File: src/pid_differential_motor_mix_defines.svh
// pid_differential_motor_mix_defines.svh
// Assertion macros for the PID motor mix RTL; expects clk and rst_n in scope.
`ifndef PID_DIFFERENTIAL_MOTOR_MIX_DEFINES_SVH
`define PID_DIFFERENTIAL_MOTOR_MIX_DEFINES_SVH

// same-cycle implication
`define PDM_ASSERT_NOW(lbl, ante, cons, msg) \
  lbl: assert property (@(posedge clk) disable iff (!rst_n) (ante) |-> (cons)) \
    else $error(msg);

// next-cycle implication
`define PDM_ASSERT_NEXT(lbl, ante, cons, msg) \
  lbl: assert property (@(posedge clk) disable iff (!rst_n) (ante) |=> (cons)) \
    else $error(msg);

`endif

File: src/pdm_pkg.sv
// pdm_pkg.sv
// Shared widths, reset values, register codes, stage control type and count clamp.
// No dependencies.
package pdm_pkg;

  localparam int WINDOWS_PER_SIDE = 8;

  localparam int CNT_W   = 4;
  localparam int ERR_W   = 5;
  localparam int DER_W   = 6;
  localparam int GAIN_W  = 16;
  localparam int SUM_W   = 16;
  localparam int PWR_W   = 7;
  localparam int STEER_W = 16;
  localparam int IDX_W   = 3;
  localparam int DATA_W  = 16;

  localparam int PP_W  = GAIN_W + ERR_W;
  localparam int PD_W  = GAIN_W + DER_W;
  localparam int PI_W  = GAIN_W + SUM_W;
  localparam int ACC_W = PI_W + 2;
  localparam int SHIFT = 8;

  localparam logic signed [GAIN_W-1:0] GAIN_P_RST = 16'sd256;
  localparam logic signed [GAIN_W-1:0] GAIN_I_RST = 16'sd0;
  localparam logic signed [GAIN_W-1:0] GAIN_D_RST = 16'sd0;
  localparam logic [PWR_W-1:0]         BASE_RST   = 7'd95;
  localparam logic [PWR_W-1:0]         LIMIT_RST  = 7'd100;

  typedef enum logic [IDX_W-1:0] {
    CFG_GAIN_P      = 3'd0,
    CFG_GAIN_I      = 3'd1,
    CFG_GAIN_D      = 3'd2,
    CFG_BASE_POWER  = 3'd3,
    CFG_POWER_LIMIT = 3'd4
  } cfg_idx_t;

  typedef struct packed {
    logic en;   // pipeline advances this cycle
    logic vld;  // stage feeding this unit holds an item
  } stage_ctl_t;

  function automatic logic [CNT_W-1:0] clamp_count(input logic [CNT_W-1:0] c);
    if (32'(c) > 32'(WINDOWS_PER_SIDE)) begin
      return CNT_W'(WINDOWS_PER_SIDE);
    end
    return c;
  endfunction

endpackage

File: src/pdm_error.sv
// pdm_error.sv
// Error, saturating integral and derivative stage; holds the controller state.
// Depends on pdm_pkg.
module pdm_error (
  input  logic                               clk,
  input  logic                               rst_n,
  input  pdm_pkg::stage_ctl_t                ctl,
  input  logic [pdm_pkg::CNT_W-1:0]          left_count,
  input  logic [pdm_pkg::CNT_W-1:0]          right_count,
  output logic signed [pdm_pkg::ERR_W-1:0]   err_o,
  output logic signed [pdm_pkg::SUM_W-1:0]   sum_o,
  output logic signed [pdm_pkg::DER_W-1:0]   deriv_o
);
  import pdm_pkg::*;

  localparam logic signed [SUM_W:0] SUM_MAX = (SUM_W+1)'((1 << (SUM_W-1)) - 1);
  localparam logic signed [SUM_W:0] SUM_MIN = -(SUM_W+1)'(1 << (SUM_W-1));

  // err_r and sum_r double as last_error and error_sum
  logic signed [ERR_W-1:0] err_r,   err_nxt;
  logic signed [SUM_W-1:0] sum_r,   sum_nxt;
  logic signed [DER_W-1:0] deriv_r, deriv_nxt;
  logic signed [SUM_W:0]   sum_wide;

  always_comb begin
    err_nxt   = $signed({1'b0, clamp_count(left_count)})
              - $signed({1'b0, clamp_count(right_count)});
    sum_wide  = (SUM_W+1)'(sum_r) + (SUM_W+1)'(err_nxt);
    if (sum_wide > SUM_MAX) begin
      sum_nxt = SUM_W'(SUM_MAX);
    end else if (sum_wide < SUM_MIN) begin
      sum_nxt = SUM_W'(SUM_MIN);
    end else begin
      sum_nxt = sum_wide[SUM_W-1:0];
    end
    deriv_nxt = DER_W'(err_nxt) - DER_W'(err_r);
  end

  always_ff @(posedge clk) begin
    if (!rst_n) begin
      err_r <= '0;
      sum_r <= '0;
    end else if (ctl.en && ctl.vld) begin
      err_r <= err_nxt;
      sum_r <= sum_nxt;
    end
  end

  always_ff @(posedge clk) begin
    if (ctl.en && ctl.vld) begin
      deriv_r <= deriv_nxt;
    end
  end

  assign err_o   = err_r;
  assign sum_o   = sum_r;
  assign deriv_o = deriv_r;

endmodule

File: src/pdm_pid.sv
// pdm_pid.sv
// Gain products (one register stage) then floored, saturated steer value.
// Depends on pdm_pkg.
module pdm_pid (
  input  logic                               clk,
  input  pdm_pkg::stage_ctl_t                ctl_mul,
  input  pdm_pkg::stage_ctl_t                ctl_sum,
  input  logic signed [pdm_pkg::GAIN_W-1:0]  gain_p,
  input  logic signed [pdm_pkg::GAIN_W-1:0]  gain_i,
  input  logic signed [pdm_pkg::GAIN_W-1:0]  gain_d,
  input  logic signed [pdm_pkg::ERR_W-1:0]   err,
  input  logic signed [pdm_pkg::SUM_W-1:0]   sum,
  input  logic signed [pdm_pkg::DER_W-1:0]   deriv,
  output logic signed [pdm_pkg::STEER_W-1:0] steer_o
);
  import pdm_pkg::*;

  localparam int SH_W = ACC_W - SHIFT;
  localparam logic signed [SH_W-1:0] STEER_MAX = SH_W'((1 << (STEER_W-1)) - 1);
  localparam logic signed [SH_W-1:0] STEER_MIN = -SH_W'(1 << (STEER_W-1));

  logic signed [PP_W-1:0]    pp_r, pp_nxt;
  logic signed [PI_W-1:0]    pi_r, pi_nxt;
  logic signed [PD_W-1:0]    pd_r, pd_nxt;
  logic signed [ACC_W-1:0]   acc;
  logic signed [SH_W-1:0]    acc_sh;
  logic signed [STEER_W-1:0] steer_r, steer_nxt;

  always_comb begin
    pp_nxt = PP_W'(gain_p) * PP_W'(err);
    pi_nxt = PI_W'(gain_i) * PI_W'(sum);
    pd_nxt = PD_W'(gain_d) * PD_W'(deriv);
  end

  always_ff @(posedge clk) begin
    if (ctl_mul.en && ctl_mul.vld) begin
      pp_r <= pp_nxt;
      pi_r <= pi_nxt;
      pd_r <= pd_nxt;
    end
  end

  // arithmetic shift of the Q26.8 sum gives the floor
  always_comb begin
    acc    = ACC_W'(pp_r) + ACC_W'(pi_r) + ACC_W'(pd_r);
    acc_sh = acc[ACC_W-1:SHIFT];
    if (acc_sh > STEER_MAX) begin
      steer_nxt = STEER_W'(STEER_MAX);
    end else if (acc_sh < STEER_MIN) begin
      steer_nxt = STEER_W'(STEER_MIN);
    end else begin
      steer_nxt = acc_sh[STEER_W-1:0];
    end
  end

  always_ff @(posedge clk) begin
    if (ctl_sum.en && ctl_sum.vld) begin
      steer_r <= steer_nxt;
    end
  end

  assign steer_o = steer_r;

endmodule

File: src/pdm_mix.sv
// pdm_mix.sv
// Differential mix of base power and steer, each side clamped to 0..limit.
// Depends on pdm_pkg.
module pdm_mix (
  input  logic signed [pdm_pkg::STEER_W-1:0] steer,
  input  logic [pdm_pkg::PWR_W-1:0]          base_power,
  input  logic [pdm_pkg::PWR_W-1:0]          power_limit,
  output logic [pdm_pkg::PWR_W-1:0]          left_power,
  output logic [pdm_pkg::PWR_W-1:0]          right_power
);
  import pdm_pkg::*;

  localparam int MIX_W = STEER_W + 2;

  logic signed [MIX_W-1:0] base_s, limit_s, steer_s, left_v, right_v;

  function automatic logic [PWR_W-1:0] clamp_pwr(
    input logic signed [MIX_W-1:0] v,
    input logic signed [MIX_W-1:0] lim
  );
    if (v < 0) begin
      return '0;
    end else if (v > lim) begin
      return lim[PWR_W-1:0];
    end
    return v[PWR_W-1:0];
  endfunction

  always_comb begin
    base_s      = $signed(MIX_W'(base_power));
    limit_s     = $signed(MIX_W'(power_limit));
    steer_s     = MIX_W'(steer);
    left_v      = base_s - steer_s;
    right_v     = base_s + steer_s;
    left_power  = clamp_pwr(left_v, limit_s);
    right_power = clamp_pwr(right_v, limit_s);
  end

endmodule

File: src/pid_differential_motor_mix.sv
// pid_differential_motor_mix: PID steering with differential motor mix.
// Input channel (in_valid/in_stall) carries left and right line-sensor hit
// counts; each transfer yields exactly one result transfer on the output
// channel (out_valid/out_stall) with both motor powers and the steer value.
// Pipeline: input register, error/integral stage, gain products, steer sum
// and saturation, mix and clamp into the output register. One item is
// taken every cycle unless the output stalls; the product stage is the
// deepest logic.
// When out_stall holds a waiting result, the whole pipeline freezes and
// in_stall rises in the same cycle; nothing is dropped.
// Configuration: cfg_we writes cfg_data to register cfg_index (0 gain_p,
// 1 gain_i, 2 gain_d, 3 base_power, 4 power_limit); other indexes are
// ignored. Write only while no items are in flight.
// Synchronous active-low reset empties the pipeline, clears the error
// integral and previous error, and loads gains 1.0/0/0, base 95, limit 100.
// Depends on pdm_pkg, pdm_error, pdm_pid, pdm_mix and the defines header.
`include "pid_differential_motor_mix_defines.svh"

module pid_differential_motor_mix (
  input  logic                               clk,
  input  logic                               rst_n,
  input  logic                               in_valid,
  output logic                               in_stall,
  input  logic [pdm_pkg::CNT_W-1:0]          in_left_count,
  input  logic [pdm_pkg::CNT_W-1:0]          in_right_count,
  output logic                               out_valid,
  input  logic                               out_stall,
  output logic [pdm_pkg::PWR_W-1:0]          out_left_power,
  output logic [pdm_pkg::PWR_W-1:0]          out_right_power,
  output logic signed [pdm_pkg::STEER_W-1:0] out_steer_value,
  input  logic                               cfg_we,
  input  logic [pdm_pkg::IDX_W-1:0]          cfg_index,
  input  logic [pdm_pkg::DATA_W-1:0]         cfg_data
);
  import pdm_pkg::*;

  logic signed [GAIN_W-1:0] gain_p_r, gain_i_r, gain_d_r;
  logic [PWR_W-1:0]         base_r, limit_r;

  logic                     en;
  logic                     vld_a_r, vld_b_r, vld_c_r, vld_d_r, out_valid_r;
  logic [CNT_W-1:0]         left_a_r, right_a_r;
  logic signed [ERR_W-1:0]  err_b;
  logic signed [SUM_W-1:0]  sum_b;
  logic signed [DER_W-1:0]  deriv_b;
  logic signed [STEER_W-1:0] steer_d;
  logic [PWR_W-1:0]         left_nxt, right_nxt;
  logic [PWR_W-1:0]         left_r, right_r;
  logic signed [STEER_W-1:0] steer_r;
  stage_ctl_t               ctl_a, ctl_b, ctl_c;

  // configuration registers
  always_ff @(posedge clk) begin
    if (!rst_n) begin
      gain_p_r <= GAIN_P_RST;
      gain_i_r <= GAIN_I_RST;
      gain_d_r <= GAIN_D_RST;
      base_r   <= BASE_RST;
      limit_r  <= LIMIT_RST;
    end else if (cfg_we) begin
      unique case (cfg_idx_t'(cfg_index))
        CFG_GAIN_P:      gain_p_r <= $signed(cfg_data[GAIN_W-1:0]);
        CFG_GAIN_I:      gain_i_r <= $signed(cfg_data[GAIN_W-1:0]);
        CFG_GAIN_D:      gain_d_r <= $signed(cfg_data[GAIN_W-1:0]);
        CFG_BASE_POWER:  base_r   <= cfg_data[PWR_W-1:0];
        CFG_POWER_LIMIT: limit_r  <= cfg_data[PWR_W-1:0];
        default: ;
      endcase
    end
  end

  // whole pipe advances unless a finished result is held
  assign en       = !out_valid_r || !out_stall;
  assign in_stall = !en;

  always_ff @(posedge clk) begin
    if (!rst_n) begin
      vld_a_r     <= 1'b0;
      vld_b_r     <= 1'b0;
      vld_c_r     <= 1'b0;
      vld_d_r     <= 1'b0;
      out_valid_r <= 1'b0;
    end else if (en) begin
      vld_a_r     <= in_valid;
      vld_b_r     <= vld_a_r;
      vld_c_r     <= vld_b_r;
      vld_d_r     <= vld_c_r;
      out_valid_r <= vld_d_r;
    end
  end

  always_ff @(posedge clk) begin
    if (en && in_valid) begin
      left_a_r  <= in_left_count;
      right_a_r <= in_right_count;
    end
  end

  assign ctl_a = '{en: en, vld: vld_a_r};
  assign ctl_b = '{en: en, vld: vld_b_r};
  assign ctl_c = '{en: en, vld: vld_c_r};

  pdm_error u_error (
    .clk         (clk),
    .rst_n       (rst_n),
    .ctl         (ctl_a),
    .left_count  (left_a_r),
    .right_count (right_a_r),
    .err_o       (err_b),
    .sum_o       (sum_b),
    .deriv_o     (deriv_b)
  );

  pdm_pid u_pid (
    .clk     (clk),
    .ctl_mul (ctl_b),
    .ctl_sum (ctl_c),
    .gain_p  (gain_p_r),
    .gain_i  (gain_i_r),
    .gain_d  (gain_d_r),
    .err     (err_b),
    .sum     (sum_b),
    .deriv   (deriv_b),
    .steer_o (steer_d)
  );

  pdm_mix u_mix (
    .steer       (steer_d),
    .base_power  (base_r),
    .power_limit (limit_r),
    .left_power  (left_nxt),
    .right_power (right_nxt)
  );

  always_ff @(posedge clk) begin
    if (en && vld_d_r) begin
      left_r  <= left_nxt;
      right_r <= right_nxt;
      steer_r <= steer_d;
    end
  end

  assign out_valid       = out_valid_r;
  assign out_left_power  = left_r;
  assign out_right_power = right_r;
  assign out_steer_value = steer_r;

  `PDM_ASSERT_NEXT(a_deriv_tracks_err, en && vld_a_r,
    deriv_b == DER_W'(err_b) - DER_W'($past(err_b)), "derivative out of step with error")
  `PDM_ASSERT_NEXT(a_bubble_keeps_state, en && !vld_a_r,
    $stable(sum_b) && $stable(err_b), "bubble changed controller state")
  `PDM_ASSERT_NOW(a_zero_steer_even, out_valid_r && out_steer_value == 16'sd0,
    out_left_power == out_right_power, "zero steer gave unequal powers")

endmodule
File: config.mk
export PLATFORM = sky130hd
export DESIGN_NAME = pid_differential_motor_mix
export DESIGN_NICKNAME = d
export VERILOG_FILES = /design/src/pdm_pkg.sv /design/src/pdm_error.sv /design/src/pdm_pid.sv /design/src/pdm_mix.sv /design/src/pid_differential_motor_mix.sv
export VERILOG_INCLUDE_DIRS = /design/src /design/src/src
export SDC_FILE = /design/constraint.sdc
export NUM_CORES = 2
export LEC_CHECK = 0
export BUFFER_PORTS_ARGS = -buffer_cell sky130_fd_sc_hd__buf_4
export CORE_MARGIN = 4
export CORE_UTILIZATION = 30
export CTS_BUF_LIST = sky130_fd_sc_hd__clkbuf_4
export DETAILED_ROUTE_END_ITERATION = 12
export SETUP_SLACK_MARGIN = 0.1
export SLEW_MARGIN = 30
export SYNTH_ARGS = -nofsm -noshare
export SYNTH_HDL_FRONTEND = slang
export SYNTH_SLANG_ARGS = --single-unit
File: constraint.sdc
create_clock -name clk -period 19.1 [get_ports clk]
set_clock_uncertainty 0.2 [all_clocks]
set_input_delay 0 -clock clk [delete_from_list [all_inputs] [get_ports clk]]
set_output_delay 0 -clock clk [all_outputs]
set_load 0.05 [all_outputs]
==> summary.txt <==
Run
  • Number of max-cap violations: 0

Setup path
  • Reg2reg path depth: 20
  • CP Launch Type: flip-flop
  • RR Startpoint: gain_i_r[9]$_SDFFE_PN0P_
  • Critical path fanouts, max: 17
  • Setup Crit Path Kind: reg -> reg
  • Critical Path End Type: flip-flop
  • WP data required: ~19 ns
  • Crit path DAT: 7.93 ns
  • Reg2reg end: u_pid.pi_r[31]$_DFFE_PP_
  • Worst R2R Setup Slack: 11.47 ns

Timing
  • Period utilisation layout: 0.399
  • Relative max-transition margin: 0.376
  • Worst-Margin Slew: 0.929 ns
  • Final Critical Period: around 7.6 ns
  • Fin. Hold Viols: 0
  • Final setup fails: 0
  • Fmax: 0.131 GHz
  • Setup TNS: 0 ns
  • RSZ-0062 raised after global routing: no
  • Fin. max-slew vios: 0

Clock tree
  • Bufs on Longest Clock Path: 3
  • Clk slew on worst S/H paths: 0.06 ns
  • H-tree levels: 3
  • CTS tree: done
  • Root Buffer: clkbuf_4
  • CTS buffer count: 68
  • Clk_lat worst skew: 0.80 ns
  • Clk sink count: between 200 and 250
  • Resized Gates After CTS: 0

Synthesis
  • Distinct cell type count after synthesis: 73
  • Post-synthesis sequential area ratio: 0.214
  • Avg Inst Size Synth: 9.59 um^2
  • Ys Warns: 0
  • Net count after synthesis: about 3500
  • Ys async rst share: 0
  • Gate Count Post-Synth: 2831
  • Post-synth EDFFs: 135
  • Top_reg_cell synth: edfxtp_1
  • Synthesized area: 0.0272 mm^2
  • Synthesis-stage register bit count: 223

Floorplanning
  • Die height: between 300 and 400 um
  • Full die area: ~0.095 mm^2
  • Top Ports: 64
  • Core footprint: 0.0899 mm^2
  • Die Wd: just over 300 um
  • Row count: 110
  • Starting Density: 0.302

Global route
  • Overflow after GRT: 0
  • First-pass GRT wire length: 112000 um
  • Total track usage: 0.147
  • Number of global-route vias before repair: approximately 21000
  • Largest net degree at the start of global routing: 72
  • Initial antenna violation count: 2

Final layout
  • Register Area: 0.00582 mm^2
  • Multi-input logic area: 0.0191 mm^2
  • Most common library cell in the layout ignoring fill and taps: inv_1
  • Fraction of layout cells with a size suffix above 1: 0.0763
  • FILL cells: 9165
  • Fin nets: 3677
  • Most frequent cells in the layout: inv_1, fa_1, nand2_1
  • Area growth from synthesis to final layout: 13.3%

Detailed routing
  • Routed vias/inst: approximately 4.6
  • Iter 0 DRT Violations: 1090
  • Vias: 19602
  • Drt pass-1 iters: 5
  • Post-route antenna net violation count: 0
  • Total routed wirelength: 67400 um
  • Drc violations: 0
  • Drt wl/cell: between 15 and 20 um

Hold path
  • Hold_sp: cfg_index[1]
  • Hold depth: 5
  • Type of the worst min-delay path: in -> reg
  • Worst Hold End: gain_i_r[14]$_SDFFE_PN0P_

Power
  • Tot Pwr: approximately 1.6 mW
  • Leak Pwr: 14.2 nW
  • Peak VDD IR: roughly 0.000035 V
  • PD cells: 51.4 mW/mm^2

Placed design
  • PortBufs: 63
  • Placer congestion estimate: 0.836
  • DP Wirelength: 52900 um

Status
  • Status: finished clean
-- stage by stage --
| step | hold WS, ns | cells | instance area (um^2) | setup slack, ns | utilization |
|---|---|---|---|---|---|
| floorplan | -0.101 | 2831 | 27200 | 12.30 | - |
| global placement | -0.0213 | 3996 | 28900 | 11.57 | 0.321 |
| detailed placement | -0.0202 | 3996 | 28900 | 11.47 | 0.321 |
| CTS | 0.0135 | 4217 | 30800 | 11.38 | 0.342 |
| global route | 0.126 | 4219 | 30800 | 10.99 | 0.342 |
| finish | 0.105 | 4219 | 30800 | 11.47 | 0.342 |
-- cell usage after synthesis (7+ instances only) --
| master | count | area (um^2) |
|---|---|---|
| nand3_1 | 28 | 140 |
| fa_1 | 414 | 8290 |
| edfxtp_1 | 135 | 4050 |
| o211ai_1 | 11 | 82.6 |
| nor3_1 | 17 | 85.1 |
| clkbuf_1 | 80 | 300 |
| a311oi_1 | 11 | 96.3 |
| nand2b_1 | 41 | 257 |
| xor2_1 | 34 | 298 |
| a21oi_1 | 166 | 831 |
| o21ai_1 | 10 | 50.1 |
| inv_1 | 510 | 1910 |
| nand4_1 | 10 | 62.6 |
| and3_1 | 12 | 75.1 |
| or2_2 | 7 | 43.8 |
| a21o_1 | 34 | 255 |
| nor2b_1 | 17 | 106 |
| and2_1 | 193 | 1210 |
| mux2_2 | 11 | 124 |
| ha_1 | 245 | 3070 |
| o21a_1 | 13 | 97.6 |
| a211oi_1 | 9 | 67.6 |
| o21ai_0 | 54 | 270 |
| o21bai_1 | 22 | 165 |
| nor2_1 | 79 | 297 |
| xnor2_1 | 97 | 850 |
| nand2_1 | 387 | 1450 |
| dfxtp_1 | 88 | 1760 |
-- area by class of cell --
class | count | area share
Clock buffer | 97 | 0.0237
Multi-Input combinational cell | 2013 | 0.621
Inverter | 512 | 0.0625
Clock inverter | 29 | 0.00667
Timing Repair Buffer | 168 | 0.0490
Sequential cell | 223 | 0.189
Antenna cell | 1 | 0.0000813
Tap cell | 1176 | 0.0478
-- kinds of logic (layout without fill, tap and decap cells) --
| family | Yosys count | in the layout | synth area share |
|---|---|---|---|
| mux | 17 | 17 | 0.00677 |
| xor+xnor | 131 | 131 | 0.0422 |
| compound gates | 396 | 396 | 0.0936 |
| simple gates | 808 | 808 | 0.142 |
| other cells | 0 | 1 | 0 |
| fa+ha+maj | 661 | 661 | 0.419 |
| flops | 223 | 223 | 0.214 |
| buf+inv | 595 | 806 | 0.0826 |
-- critical path: stages (launching register included) --
cell,delay (ns)
dfxtp_1,0.84
nand2_1,0.17
fa_1,0.58
fa_1,0.44
fa_1,0.51
inv_1,0.05
fa_1,0.46
fa_1,0.54
inv_1,0.05
fa_1,0.54
inv_1,0.05
ha_1,0.36
nand3_1,0.12
o31ai_1,0.80
a311oi_1,0.33
o311ai_0,0.61
a21oi_1,0.16
o21ba_2,0.23
o21bai_1,0.12
a21oi_1,0.09
xnor2_1,0.13
-- flip-flops by register name (all words and copies together) (netlist names), 16 cells and up --
name / count
gain_d_r: 16
out_steer_value: 16
u_pid.steer_o: 16
gain_p_r: 16
u_pid.pp_r: 21
u_pid.pd_r: 22
u_error.sum_o: 16
gain_i_r: 16
u_pid.pi_r: 32
-- per-layer routing --
| metal | global-route usage | routed length, um |
|---|---|---|
| met1 | 0.190 | 29600 |
| met2 | 0.255 | 32700 |
| met3 | 0.0216 | 3320 |
| met4 | 0.0449 | 1740 |
| met5 | 0 | 0 |
-- worst max-delay path by stage --
| stage | to | slack [ns] | from | cells after the start |
|---|---|---|---|---|
| global route | u_pid.pi_r[31]$_DFFE_PP_ | 10.99 | u_error.sum_o[6]$_SDFFE_PN0P_ | 21 |
| global placement | u_pid.pi_r[31]$_DFFE_PP_ | 11.57 | gain_i_r[9]$_SDFFE_PN0P_ | 20 |
| detailed placement | u_pid.pi_r[31]$_DFFE_PP_ | 11.47 | gain_i_r[10]$_SDFFE_PN0P_ | 20 |
| CTS | u_pid.pi_r[31]$_DFFE_PP_ | 11.38 | u_error.sum_o[3]$_SDFFE_PN0P_ | 20 |
| finish | u_pid.pi_r[31]$_DFFE_PP_ | 11.47 | gain_i_r[9]$_SDFFE_PN0P_ | 20 |
| floorplan | u_pid.pi_r[31]$_DFFE_PP_ | 12.30 | u_error.sum_o[9]$_SDFFE_PN0P_ | 24 |
-- report_power, final --
| group | switching [mW] | leakage (nW) | total [mW] | internal, mW |
|---|---|---|---|---|
| registers | 0.0477 | 1.99 | 0.588 | 0.540 |
| logic | 0.283 | 11.6 | 0.481 | 0.199 |
| clock network | 0.236 | 0.555 | 0.514 | 0.277 |
| total | 0.567 | 14.2 | 1.58 | 1.02 |
-- what timing repair did --
action                                  in CTS  in global routing
endpoints found under the hold margin      135                  0
hold buffers                                95                  0
setup buffers                                0                  0
endpoints found under the setup margin       0                  0
No activity file was read; power rests on OpenSTA's default activity.
